## src/hdl/lkvc_pkg.sv

```systemverilog
// Shared types and constants for the LRU key-value cache.
// Used by the channel interfaces and every module of the block.
package lkvc_pkg;

  localparam int DEFAULT_ENTRIES = 16;
  localparam int KEY_W = 32;
  localparam int VAL_W = 32;
  localparam int CAP_W = 5;
  localparam logic [CAP_W-1:0] CAP_RESET = 5'd16;
  localparam logic signed [VAL_W-1:0] MISS_VALUE = -32'sd1;
  localparam logic signed [KEY_W-1:0] NO_KEY = 32'sd0;

  typedef enum logic {
    OP_GET = 1'b0,
    OP_SET = 1'b1
  } op_t;

  typedef struct packed {
    op_t                     op;
    logic signed [KEY_W-1:0] key;
    logic signed [VAL_W-1:0] value;
  } req_t;

  typedef struct packed {
    logic                    hit;
    logic signed [VAL_W-1:0] read_value;
    logic                    evicted;
    logic signed [KEY_W-1:0] evicted_key;
  } rsp_t;

endpackage

```

## src/hdl/lkvc_ifs.sv

```systemverilog
// Valid/ready channel interfaces: request, response and capacity write.
// Depends on lkvc_pkg for field widths.
interface lkvc_req_if;
  import lkvc_pkg::*;
  logic                    valid;
  logic                    ready;
  logic                    op;
  logic signed [KEY_W-1:0] key;
  logic signed [VAL_W-1:0] value;
  modport source (output valid, op, key, value, input ready);
  modport sink (input valid, op, key, value, output ready);
endinterface

interface lkvc_rsp_if;
  import lkvc_pkg::*;
  logic                    valid;
  logic                    ready;
  logic                    hit;
  logic signed [VAL_W-1:0] read_value;
  logic                    evicted;
  logic signed [KEY_W-1:0] evicted_key;
  modport source (output valid, hit, read_value, evicted, evicted_key, input ready);
  modport sink (input valid, hit, read_value, evicted, evicted_key, output ready);
endinterface

interface lkvc_cfg_if;
  import lkvc_pkg::*;
  logic             valid;
  logic             ready;
  logic [CAP_W-1:0] data;
  modport source (output valid, data, input ready);
  modport sink (input valid, data, output ready);
endinterface

```

## src/hdl/lkvc_in_stage.sv

```systemverilog
// Input register of the cache: holds one request beat for the lookup stage.
// Depends on lkvc_pkg and lkvc_req_if.
module lkvc_in_stage (
  input  logic           clk,
  input  logic           rst,
  lkvc_req_if.sink       req,
  input  logic           advance,
  output logic           busy,
  output lkvc_pkg::req_t item
);
  import lkvc_pkg::*;

  logic full;
  logic full_next;
  logic take;

  // Take a new beat when empty or when the held one moves on
  assign req.ready = !full || advance;
  assign take      = req.valid && req.ready;
  assign busy      = full;

  always_comb begin
    full_next = full;
    if (take) begin
      full_next = 1'b1;
    end else if (advance) begin
      full_next = 1'b0;
    end
  end

  always_ff @(posedge clk) begin
    if (rst) begin
      full <= 1'b0;
    end else begin
      full <= full_next;
    end
  end

  // Load the payload; no reset needed
  always_ff @(posedge clk) begin
    if (take) begin
      item.op    <= op_t'(req.op);
      item.key   <= req.key;
      item.value <= req.value;
    end
  end

endmodule

```

## src/hdl/lkvc_store.sv

```systemverilog
// Entry store of the cache: keys, values, valid bits, ages, count and capacity.
// Computes one response per request in a single pass. Depends on lkvc_pkg.
module lkvc_store #(
  parameter int ENTRIES = lkvc_pkg::DEFAULT_ENTRIES
) (
  input  logic           clk,
  input  logic           rst,
  input  logic           advance,
  input  lkvc_pkg::req_t item,
  lkvc_cfg_if.sink       cfg,
  output lkvc_pkg::rsp_t result
);
  import lkvc_pkg::*;

  localparam int AGE_W = (ENTRIES > 1) ? $clog2(ENTRIES) : 1;
  localparam int CNT_W = $clog2(ENTRIES + 1);
  localparam int CMP_W = ((CNT_W > CAP_W) ? CNT_W : CAP_W) + 1;

  logic signed [KEY_W-1:0] entry_key   [ENTRIES];
  logic signed [VAL_W-1:0] entry_value [ENTRIES];
  logic [ENTRIES-1:0]      entry_valid;
  logic [AGE_W-1:0]        entry_age   [ENTRIES];
  logic [CNT_W-1:0]        entry_count;
  logic [CAP_W-1:0]        capacity;

  logic [CMP_W-1:0]        eff_cap;
  logic [AGE_W-1:0]        oldest_age;
  logic [ENTRIES-1:0]      hit_vec;
  logic [ENTRIES-1:0]      old_vec;
  logic [ENTRIES-1:0]      free_vec;
  logic [ENTRIES-1:0]      dst_vec;
  logic signed [VAL_W-1:0] hit_value;
  logic [AGE_W-1:0]        hit_age;
  logic signed [KEY_W-1:0] old_key;
  logic                    hit;
  logic                    evict;
  logic                    do_set;

  assign cfg.ready = 1'b1;

  // Clamp capacity to 1 .. ENTRIES
  always_comb begin
    if (capacity == '0) begin
      eff_cap = CMP_W'(1);
    end else if (CMP_W'(capacity) > CMP_W'(ENTRIES)) begin
      eff_cap = CMP_W'(ENTRIES);
    end else begin
      eff_cap = CMP_W'(capacity);
    end
  end

  // Valid ages are distinct 0 .. count-1, so the oldest has age count-1
  assign oldest_age = AGE_W'(entry_count - CNT_W'(1));

  // Compare all entries in parallel and fold the matches
  always_comb begin
    hit_value = '0;
    hit_age   = '0;
    old_key   = '0;
    for (int i = 0; i < ENTRIES; i++) begin
      hit_vec[i] = entry_valid[i] && (entry_key[i] == item.key);
      old_vec[i] = entry_valid[i] && (entry_age[i] == oldest_age);
      hit_value  = hit_value | (hit_vec[i] ? entry_value[i] : '0);
      hit_age    = hit_age | (hit_vec[i] ? entry_age[i] : '0);
      old_key    = old_key | (old_vec[i] ? entry_key[i] : '0);
    end
  end

  // Lowest free slot, one-hot
  assign free_vec = ~entry_valid & (entry_valid + ENTRIES'(1));

  assign hit     = |hit_vec;
  assign do_set  = advance && (item.op == OP_SET);
  assign evict   = (item.op == OP_SET) && !hit && (CMP_W'(entry_count) >= eff_cap);
  assign dst_vec = evict ? old_vec : free_vec;

  // Build the response beat
  always_comb begin
    result.hit         = hit;
    result.read_value  = (item.op == OP_GET && hit) ? hit_value : MISS_VALUE;
    result.evicted     = evict;
    result.evicted_key = evict ? old_key : NO_KEY;
  end

  // Update control state: valid bits, ages, count, capacity
  always_ff @(posedge clk) begin
    if (rst) begin
      entry_valid <= '0;
      entry_count <= '0;
      capacity    <= CAP_RESET;
      for (int i = 0; i < ENTRIES; i++) begin
        entry_age[i] <= '0;
      end
    end else begin
      if (cfg.valid && cfg.ready) begin
        capacity <= cfg.data;
      end
      if (do_set) begin
        if (hit) begin
          // Refresh the hit entry, age the younger ones
          for (int i = 0; i < ENTRIES; i++) begin
            if (hit_vec[i]) begin
              entry_age[i] <= '0;
            end else if (entry_valid[i] && entry_age[i] < hit_age) begin
              entry_age[i] <= entry_age[i] + AGE_W'(1);
            end
          end
        end else begin
          // Insert into the free or evicted slot, age all others
          for (int i = 0; i < ENTRIES; i++) begin
            if (dst_vec[i]) begin
              entry_valid[i] <= 1'b1;
              entry_age[i]   <= '0;
            end else if (entry_valid[i]) begin
              entry_age[i] <= entry_age[i] + AGE_W'(1);
            end
          end
          if (!evict) begin
            entry_count <= entry_count + CNT_W'(1);
          end
        end
      end
    end
  end

  // Write key and value payload
  always_ff @(posedge clk) begin
    if (do_set) begin
      for (int i = 0; i < ENTRIES; i++) begin
        if (hit ? hit_vec[i] : dst_vec[i]) begin
          entry_value[i] <= item.value;
        end
        if (!hit && dst_vec[i]) begin
          entry_key[i] <= item.key;
        end
      end
    end
  end

endmodule

```

## src/hdl/lkvc_out_stage.sv

```systemverilog
// Result register of the cache: holds one response beat until taken.
// Depends on lkvc_pkg and lkvc_rsp_if.
module lkvc_out_stage (
  input  logic           clk,
  input  logic           rst,
  input  logic           load,
  input  lkvc_pkg::rsp_t result,
  output logic           room,
  lkvc_rsp_if.source     rsp
);
  import lkvc_pkg::*;

  logic full;
  logic full_next;
  rsp_t held;

  assign room = !full || rsp.ready;

  always_comb begin
    full_next = full;
    if (load) begin
      full_next = 1'b1;
    end else if (rsp.ready) begin
      full_next = 1'b0;
    end
  end

  always_ff @(posedge clk) begin
    if (rst) begin
      full <= 1'b0;
    end else begin
      full <= full_next;
    end
  end

  // Capture the response; no reset needed
  always_ff @(posedge clk) begin
    if (load) begin
      held <= result;
    end
  end

  assign rsp.valid       = full;
  assign rsp.hit         = held.hit;
  assign rsp.read_value  = held.read_value;
  assign rsp.evicted     = held.evicted;
  assign rsp.evicted_key = held.evicted_key;

endmodule

```

## src/hdl/lru_key_value_cache_core.sv

```systemverilog
// Top level of the LRU key-value cache: input register, entry store, result register.
// Depends on lkvc_pkg, the channel interfaces and the three stage modules.
//
//   channel  dir  fields
//   req      in   op, key, value
//   rsp      out  hit, read_value, evicted, evicted_key
//   cfg      in   data (capacity)
//
// One request per cycle while responses are taken. A request goes through the input
// register, then the result register; the lookup, age update and insert or overwrite
// are done combinationally between them, with all entries compared in parallel.
// Reset clears valid bits, ages and count at once; capacity resets to 16.
// A stalled response holds the result register, and the input register then holds its request.
module lru_key_value_cache_core #(
  parameter int ENTRIES = lkvc_pkg::DEFAULT_ENTRIES
) (
  input  logic       clk,
  input  logic       rst,
  lkvc_req_if.sink   req,
  lkvc_rsp_if.source rsp,
  lkvc_cfg_if.sink   cfg
);
  import lkvc_pkg::*;

  logic busy;
  logic room;
  logic advance;
  req_t item;
  rsp_t result;

  // Move a request through when the result register has room
  assign advance = busy && room;

  lkvc_in_stage u_in (
    .clk     (clk),
    .rst     (rst),
    .req     (req),
    .advance (advance),
    .busy    (busy),
    .item    (item)
  );

  lkvc_store #(
    .ENTRIES (ENTRIES)
  ) u_store (
    .clk     (clk),
    .rst     (rst),
    .advance (advance),
    .item    (item),
    .cfg     (cfg),
    .result  (result)
  );

  lkvc_out_stage u_out (
    .clk    (clk),
    .rst    (rst),
    .load   (advance),
    .result (result),
    .room   (room),
    .rsp    (rsp)
  );

endmodule

```

## src/flat_wrapper.sv

```systemverilog
// flat-port wrapper written by rule: the top's interface ports become plain ports
module lru_key_value_cache_core_flat import lkvc_pkg::*;
#(
  parameter int ENTRIES = lkvc_pkg::DEFAULT_ENTRIES
)
  (clk, rst, req_valid, req_op, req_key, req_value, req_ready, rsp_valid, rsp_hit, rsp_read_value, rsp_evicted, rsp_evicted_key, rsp_ready, cfg_valid, cfg_data, cfg_ready);
  lkvc_req_if req_i ();
  lkvc_rsp_if rsp_i ();
  lkvc_cfg_if cfg_i ();
  input  logic clk;
  input  logic rst;
  input wire logic [$bits(req_i.valid)-1:0] req_valid;
  input wire logic [$bits(req_i.op)-1:0] req_op;
  input wire logic [$bits(req_i.key)-1:0] req_key;
  input wire logic [$bits(req_i.value)-1:0] req_value;
  output wire logic [$bits(req_i.ready)-1:0] req_ready;
  output wire logic [$bits(rsp_i.valid)-1:0] rsp_valid;
  output wire logic [$bits(rsp_i.hit)-1:0] rsp_hit;
  output wire logic [$bits(rsp_i.read_value)-1:0] rsp_read_value;
  output wire logic [$bits(rsp_i.evicted)-1:0] rsp_evicted;
  output wire logic [$bits(rsp_i.evicted_key)-1:0] rsp_evicted_key;
  input wire logic [$bits(rsp_i.ready)-1:0] rsp_ready;
  input wire logic [$bits(cfg_i.valid)-1:0] cfg_valid;
  input wire logic [$bits(cfg_i.data)-1:0] cfg_data;
  output wire logic [$bits(cfg_i.ready)-1:0] cfg_ready;
  assign req_i.valid = req_valid;
  assign req_i.op = req_op;
  assign req_i.key = req_key;
  assign req_i.value = req_value;
  assign req_ready = req_i.ready;
  assign rsp_valid = rsp_i.valid;
  assign rsp_hit = rsp_i.hit;
  assign rsp_read_value = rsp_i.read_value;
  assign rsp_evicted = rsp_i.evicted;
  assign rsp_evicted_key = rsp_i.evicted_key;
  assign rsp_i.ready = rsp_ready;
  assign cfg_i.valid = cfg_valid;
  assign cfg_i.data = cfg_data;
  assign cfg_ready = cfg_i.ready;
  lru_key_value_cache_core #(.ENTRIES(ENTRIES)) u_core (.clk(clk), .rst(rst), .req(req_i), .rsp(rsp_i), .cfg(cfg_i));
endmodule
```

## config.mk

```make
export PLATFORM = sky130hd
export DESIGN_NAME = lru_key_value_cache_core_flat
export DESIGN_NICKNAME = d
export VERILOG_FILES = /design/src/hdl/lkvc_pkg.sv /design/src/hdl/lkvc_ifs.sv /design/src/hdl/lkvc_in_stage.sv /design/src/hdl/lkvc_store.sv /design/src/hdl/lkvc_out_stage.sv /design/src/hdl/lru_key_value_cache_core.sv /design/src/flat_wrapper.sv
export SDC_FILE = /design/constraint.sdc
export NUM_CORES = 2
export LEC_CHECK = 0
export ABC_AREA = 1
export BUFFER_PORTS_ARGS = -buffer_cell sky130_fd_sc_hd__buf_4
export CAP_MARGIN = 20
export CORE_ASPECT_RATIO = 0.6
export CORE_MARGIN = 3
export CORE_UTILIZATION = 25
export CTS_BUF_LIST = sky130_fd_sc_hd__clkbuf_16
export DETAILED_ROUTE_END_ITERATION = 7
export PLACE_DENSITY = 0.44
export SLEW_MARGIN = 15
export SYNTH_ARGS = -nofsm -noshare
export SYNTH_HDL_FRONTEND = slang
export SYNTH_HIERARCHICAL = 1
export SYNTH_SLANG_ARGS = --single-unit
```

## constraint.sdc

```tcl
create_clock -name clk -period 7.3 [get_ports clk]
set_input_delay 0.365 -clock clk [delete_from_list [all_inputs] [get_ports clk]]
set_output_delay 0.365 -clock clk [all_outputs]
set_load 0.01 [all_outputs]
```

After elaboration in Yosys (flattened, before gate mapping) --
Memories as Yosys holds them, arrays and structs flattened. Cells that the tools add are included.
Word-level totals: flip-flop bits (word level) 159, memory bits (writable) 1088, input port bits 75, output and inout bits 69, logic and storage cells 894, memories 3
Operators by class: $add $sub $neg 19, order comparisons 18, equality and inequality tests 32, muxes and demuxes 585, bitwise gates (word level) 114, reduce and logical (&&, ||, !) cells 96
Memory list:
- u_core.u_store.entry_key | depth 16, bits a word 32, read ports 16, clocked after Yosys merged registers in 0, write ports 16, line lkvc_store.sv:19 | logic signed [KEY_W-1:0] entry_key [ENTRIES];
- u_core.u_store.entry_value | depth 16, bits a word 32, read ports 16, clocked after Yosys merged registers in 0, write ports 16, line lkvc_store.sv:20 | logic signed [VAL_W-1:0] entry_value [ENTRIES];
- u_core.u_store.entry_age | depth 16, bits a word 4, read ports 16, clocked after Yosys merged registers in 0, write ports 16, line lkvc_store.sv:22 | logic [AGE_W-1:0] entry_age [ENTRIES];
Operators with widths (count):
- 32-bit two-way mux | 32
- 32-bit bitwise OR | 30
- 32-bit == test | 16
- 1-bit two-way mux | 470
- 4-bit two-way mux | 80
- 1-bit logical AND | 70
- 4-bit by 1-bit adder with 4-bit output, second input constant | 16
- 4-bit == test | 16
- 4-bit less-than comparator | 16
- 1-bit bitwise OR | 64
- 4-bit bitwise OR | 15
- 3-bit AND reduction | 17
- 16-bit by 1-bit adder with 16-bit output, second input constant | 1
- 16-bit bitwise AND | 1
- 16-bit two-way mux | 1
- 16-bit inverter | 1
- 16-bit OR reduction | 1
- 5-bit by 6-bit >= comparator with 1-bit output | 1
- 6-bit two-way mux | 1
- 5-bit by 1-bit adder with 5-bit output, second input constant | 1
- 5-bit > comparator, second input constant | 1
- 5-bit logical NOT | 1
- 5-bit two-way mux | 1
- 2-bit nonzero test | 2
- other kinds (4) | 9

Depth between registers and ports, before layout --
An unclocked memory read counts as a cell.
depth after elaboration 30, gate-level depth with buffers 24, gate-level depth less buffers 21

Hierarchy --
The synthesis kept the hierarchy.
Modules (own cells, without submodules):
- lkvc_store | instances 1, cells an instance 5106, area an instance 53294.9 µm², sequential area each 33191.8 µm²
- lkvc_out_stage | instances 1, cells an instance 71, area an instance 2024.4 µm², sequential area each 2001.9 µm²
- lkvc_in_stage | instances 1, cells an instance 71, area an instance 1999.4 µm², sequential area each 1971.9 µm²
- lru_key_value_cache_core | instances 1, cells an instance 2, area an instance 7.5 µm², sequential area each 0.0 µm²

Least setup slack after synthesis --
OpenSTA, ideal clock, no wires.
kind input-to-reg, from input port rsp_ready, to memory u_core/u_store/entry_age[0][28] (netlist name) (enable), library setup time 0.313 ns, arrival 5.313 ns, data required time 6.987 ns, slack 1.674 ns, stages on the path 11, buffers on the path 1, path through inv_1 -> nand2_2 -> nand2_1 -> inv_1 -> nand2_1 -> inv_1 -> nand2_2 -> buf_4 -> o21ai_0 -> nor2_1 -> nand2_1
RTL lines:
- start, declared | line flat_wrapper.sv:22 | input wire logic [$bits(rsp_i.ready)-1:0] rsp_ready;
- end, declared | line lkvc_store.sv:22

Worst setup path in the final report --
from register u_core.u_store.entry_count[0], to register u_core.u_out.held (netlist bit u_core/u_out/rsp.evicted_key[29]) (data pin)
On the way: cells in the longest elaborated chain, start to end 19, elaborated cells on any way between the ends 66, classes of those cells add/sub: 1; order compare: 1; eq/ne: 16; mux: 16; bitwise: 15; reduce/logical: 17
Ends and longest elaborated chain:
- start, declared | line lkvc_store.sv:23 | logic [CNT_W-1:0] entry_count;
- start signal, assigned | line lkvc_store.sv:119 | entry_count <= entry_count + CNT_W'(1);
- 4-bit by 1-bit subtractor with 4-bit output | line lkvc_store.sv:53 | assign oldest_age = AGE_W'(entry_count - CNT_W'(1));
- 4-bit == test | line lkvc_store.sv:62 | old_vec[i] = entry_valid[i] && (entry_age[i] == oldest_age);
- 1-bit logical AND | line lkvc_store.sv:62
- 32-bit two-way mux | line lkvc_store.sv:65 | old_key = old_key | (old_vec[i] ? entry_key[i] : '0);
- 32-bit bitwise OR (15 in a row) | line lkvc_store.sv:65
- end signal, assigned | line lkvc_out_stage.sv:39 | held <= result;
- end, declared | line lkvc_out_stage.sv:15 | rsp_t held;
Several ways; a longest one is shown, not always the timed one. A chain may end at the register's enable or synchronous reset.

==> run metrics <==
outcome=finished clean; site row count=between 100 and 150; synth unique cells=61; Critical Path Slowest Stage Cell=dfxtp_1; r2r setup slk=1.16 ns; grt ovf=0; vias in the first global route=about 42000; CTS Buffer Depth=4; Tcrit/Tclk final=84.1%; most frequent cells in the layout=nand2_1 (1397), edfxtp_1 (1219), inv_1 (500); Worst Hold Depth=2; Arr. time, crit path=6.61 ns; WHS=0.269 ns; hold_sp=req_key[5]; Syn-to-layout area delta=18.7%; initial antenna violation count=25; Seq cells post-synth=1247; netlist area before placement=roughly 57000 um^2; most common cell after layout, fill and taps aside=nand2_1; Endpoint, Worst Hold=u_core/u_in/item[37]; type of origin of the critical path=flop; CP Max Fanout=17; unrepaired setup endpoints after global routing=false; Max-cap violations=0; IO Pins=144; clock latency on the worst-skew pair=around 0.8 ns; combinational power share=6.2%; Avg Inst Size Synth=10.9 um^2; Mapped Cells=roughly 5300; CP required=7.77 ns; total CTS buffers=144; Max Fclk=~160 MHz; Place WS=1.47 ns; slowest stage delay, CP=1.01 ns; Switching Share=24.6%; layout cell share with drive strength beyond 1=11.6%; register area share after synthesis=between 60% and 70%; Chip Width=about 620 um; syn_nets=5364; antenna viol nets, final=0; NetSw=4.00 mW; DR pass1 iterations=7; peak supply drop=0.000158 V; leakage power=between 20 and 25 nW; Synth warnings=6; largest net degree at the start of global routing=39; final hold viol count=0; # setup viols final=0; EDFF count, synth=1219; DRC viols=0; worst r2r src=u_core/u_store/entry_count[0]; Port-buffer cells=approximately 140; clk slew on worst S/H paths=0.06 ns; root buffer cell=clkbuf_16; Core Area=around 230000 um^2; CTS Sinks=~1200; Clk pwr share=between 40% and 50%; Async SR Flop Fraction=0%; Initial Utilization=approximately a quarter; RR Endpoint=u_core/u_out/rsp.evicted_key[29]; worst-path cell chain=inv_2 > ha_1 > buf_4 > inv_1 > o22ai_1 > nor4_1 > nand2_1 > clkinv_1 > buf_4 > nand2_1 > o21ai_0 > nor4_2 > a21oi_1; sequential fraction of design power=about half; reg2reg path depth=13; GR Util All Layers=roughly a quarter; Die H=377 um; nets@finish=5697; DR iter-0 viols=8274; Routed wire per std cell=34.5 um; H-tree Lvls=4; actual slew at the worst max-slew pin=1.22 ns; ys flop type=edfxtp_1; wire length of the first global-routing pass=~400 mm; Worst Setup End Kind=flop; via/cell ratio=around 5.4; final wirelength=approximately 300 mm; post-layout minimum cycle time=6.14 ns; CTS resizes=0; gpl congestion=1.06; Die ar.=235000 um^2; Max-slew headroom=18.1%; overall power=16.3 mW; Clock Skews=approximately 0.067 ns; setup TNS=0 ns; Pint=around 12 mW; TritonCTS clock tree=done; Hold Crit Class=primary input to flop; Post-CTS Repair Setup Buffers=0; dpl hpwl=between 200 and 250 mm; Worst Setup Path Type=flop to flop; Setup WS post-layout=1.16 ns; Vias=46833; Power Dens Cells=around 240 nW/um^2; max-slew violation count=0
==> power by group through the flow <==
stage / clock (mW) / combinational (mW) / sequential, mW
global placement: 0 / 0.911 / 8.29
finish: 7.11 / 1.01 / 8.14
floorplan: 0 / 0.420 / 8.23
detailed placement: 0 / 0.907 / 8.29
CTS: 7.26 / 0.948 / 8.13
global route: 7.50 / 1.03 / 8.15
==> timing repair <==
action | CTS | global route
hold buffers | 83 | 0
setup endpoints to repair | 0 | 0
endpoints found under the hold margin | 84 | 0
==> worst max-delay path, delay by kind of cell, from the launching register on <==
family / cells / cell delay (ns)
buf+inv: 5 / 1.34
flops: 1 / 1.01
simple gates: 4 / 1.79
fa+ha+maj: 1 / 0.77
compound gates: 3 / 0.86
==> per-layer routing <==
| metal | track usage (%) | part of all wire, % | up-vias |
|---|---|---|---|
| li1 | - | - | 19180 |
| met1 | 37.4 | 46 | 23743 |
| met2 | 28.8 | 34 | 3497 |
| met3 | 14.4 | 17 | 407 |
| met4 | 5.12 | 2.3 | 6 |
| met5 | 1.00 | 0.12 | - |
==> sequential cells by signal (all words and copies together) (netlist names) <==
register	flops
u_core/u_store/entry_valid	16
u_core/u_out/rsp.evicted	1
u_core/u_in/item	65
u_core/u_out/rsp.hit	1
u_core/u_out/rsp.valid	1
u_core/u_store/entry_key	512
u_core/u_in/busy	1
u_core/u_out/rsp.evicted_key	32
u_core/u_out/rsp.read_value	32
u_core/u_store/entry_value	512
u_core/u_store/entry_age	64
u_core/u_store/entry_count	5
u_core/u_store/capacity	5
==> worst max-delay path by stage <==
stage,startpoint,to,cells after the start
final,u_core/u_store/entry_count[0],u_core/u_out/rsp.evicted_key[29],13
after global routing,u_core/u_in/item[57],u_core/u_store/entry_age[0][27],22
after CTS,u_core/u_in/item[57],u_core/u_store/entry_age[0][15],20
after detailed placement,u_core/u_in/item[57],u_core/u_store/entry_age[0][15],20
after global placement,u_core/u_store/entry_count[0],u_core/u_out/rsp.evicted_key[29],13
after floorplan,rsp_ready,u_core/u_store/entry_age[0][28],11
==> synthesized netlist by cell type, types with 58 or more instances <==
master / instances / area share [%]
clkbuf_1: 99 / 0.65
nand2_1: 1399 / 9.2
nor4_1: 60 / 0.65
xnor2_1: 91 / 1.4
nand4_1: 98 / 1.1
o22ai_1: 94 / 1.0
o21ai_0: 204 / 1.8
buf_2: 58 / 0.51
nand3_1: 133 / 1.2
a221oi_1: 107 / 1.6
a22o_1: 200 / 3.1
inv_1: 488 / 3.2
nor2_1: 384 / 2.5
a21oi_1: 98 / 0.86
edfxtp_1: 1219 / 64
o21ai_1: 66 / 0.58
==> cell type report <==
class	instances	area (um^2)
Fill cell	23315	159000
Inverter	535	2010
Timing Repair Buffer	409	3420
Clock inverter	104	831
Multi-Input combinational cell	3246	17200
Tap cell	3014	3770
Clock buffer	144	3600
Antenna cell	13	32.5
Sequential cell	1247	37200
==> cells by family after synthesis <==
group	share of synthesized area [%]
adder cells (fa/ha/maj)	0.851
buffers and inverters	5.62
flip-flops	64.8
other	0.00654
AND/OR/NAND/NOR	16.1
XOR/XNOR	2.23
AO/OA/AOI/OAI	10.4
==> through the flow <==
| step | utilization [%] | area [um^2] | std cells |
|---|---|---|---|
| 3_5_place_dp | 27.6 | 62700 | 8364 |
| 6_report | 30.0 | 68000 | 8712 |
| 2_1_floorplan | - | 57300 | 5250 |
| 4_1_cts | 30.0 | 68000 | 8695 |
| 3_3_place_gp | 27.6 | 62700 | 8362 |
| 5_1_grt | 30.0 | 68000 | 8704 |
Power figures use the tool's default switching activity.
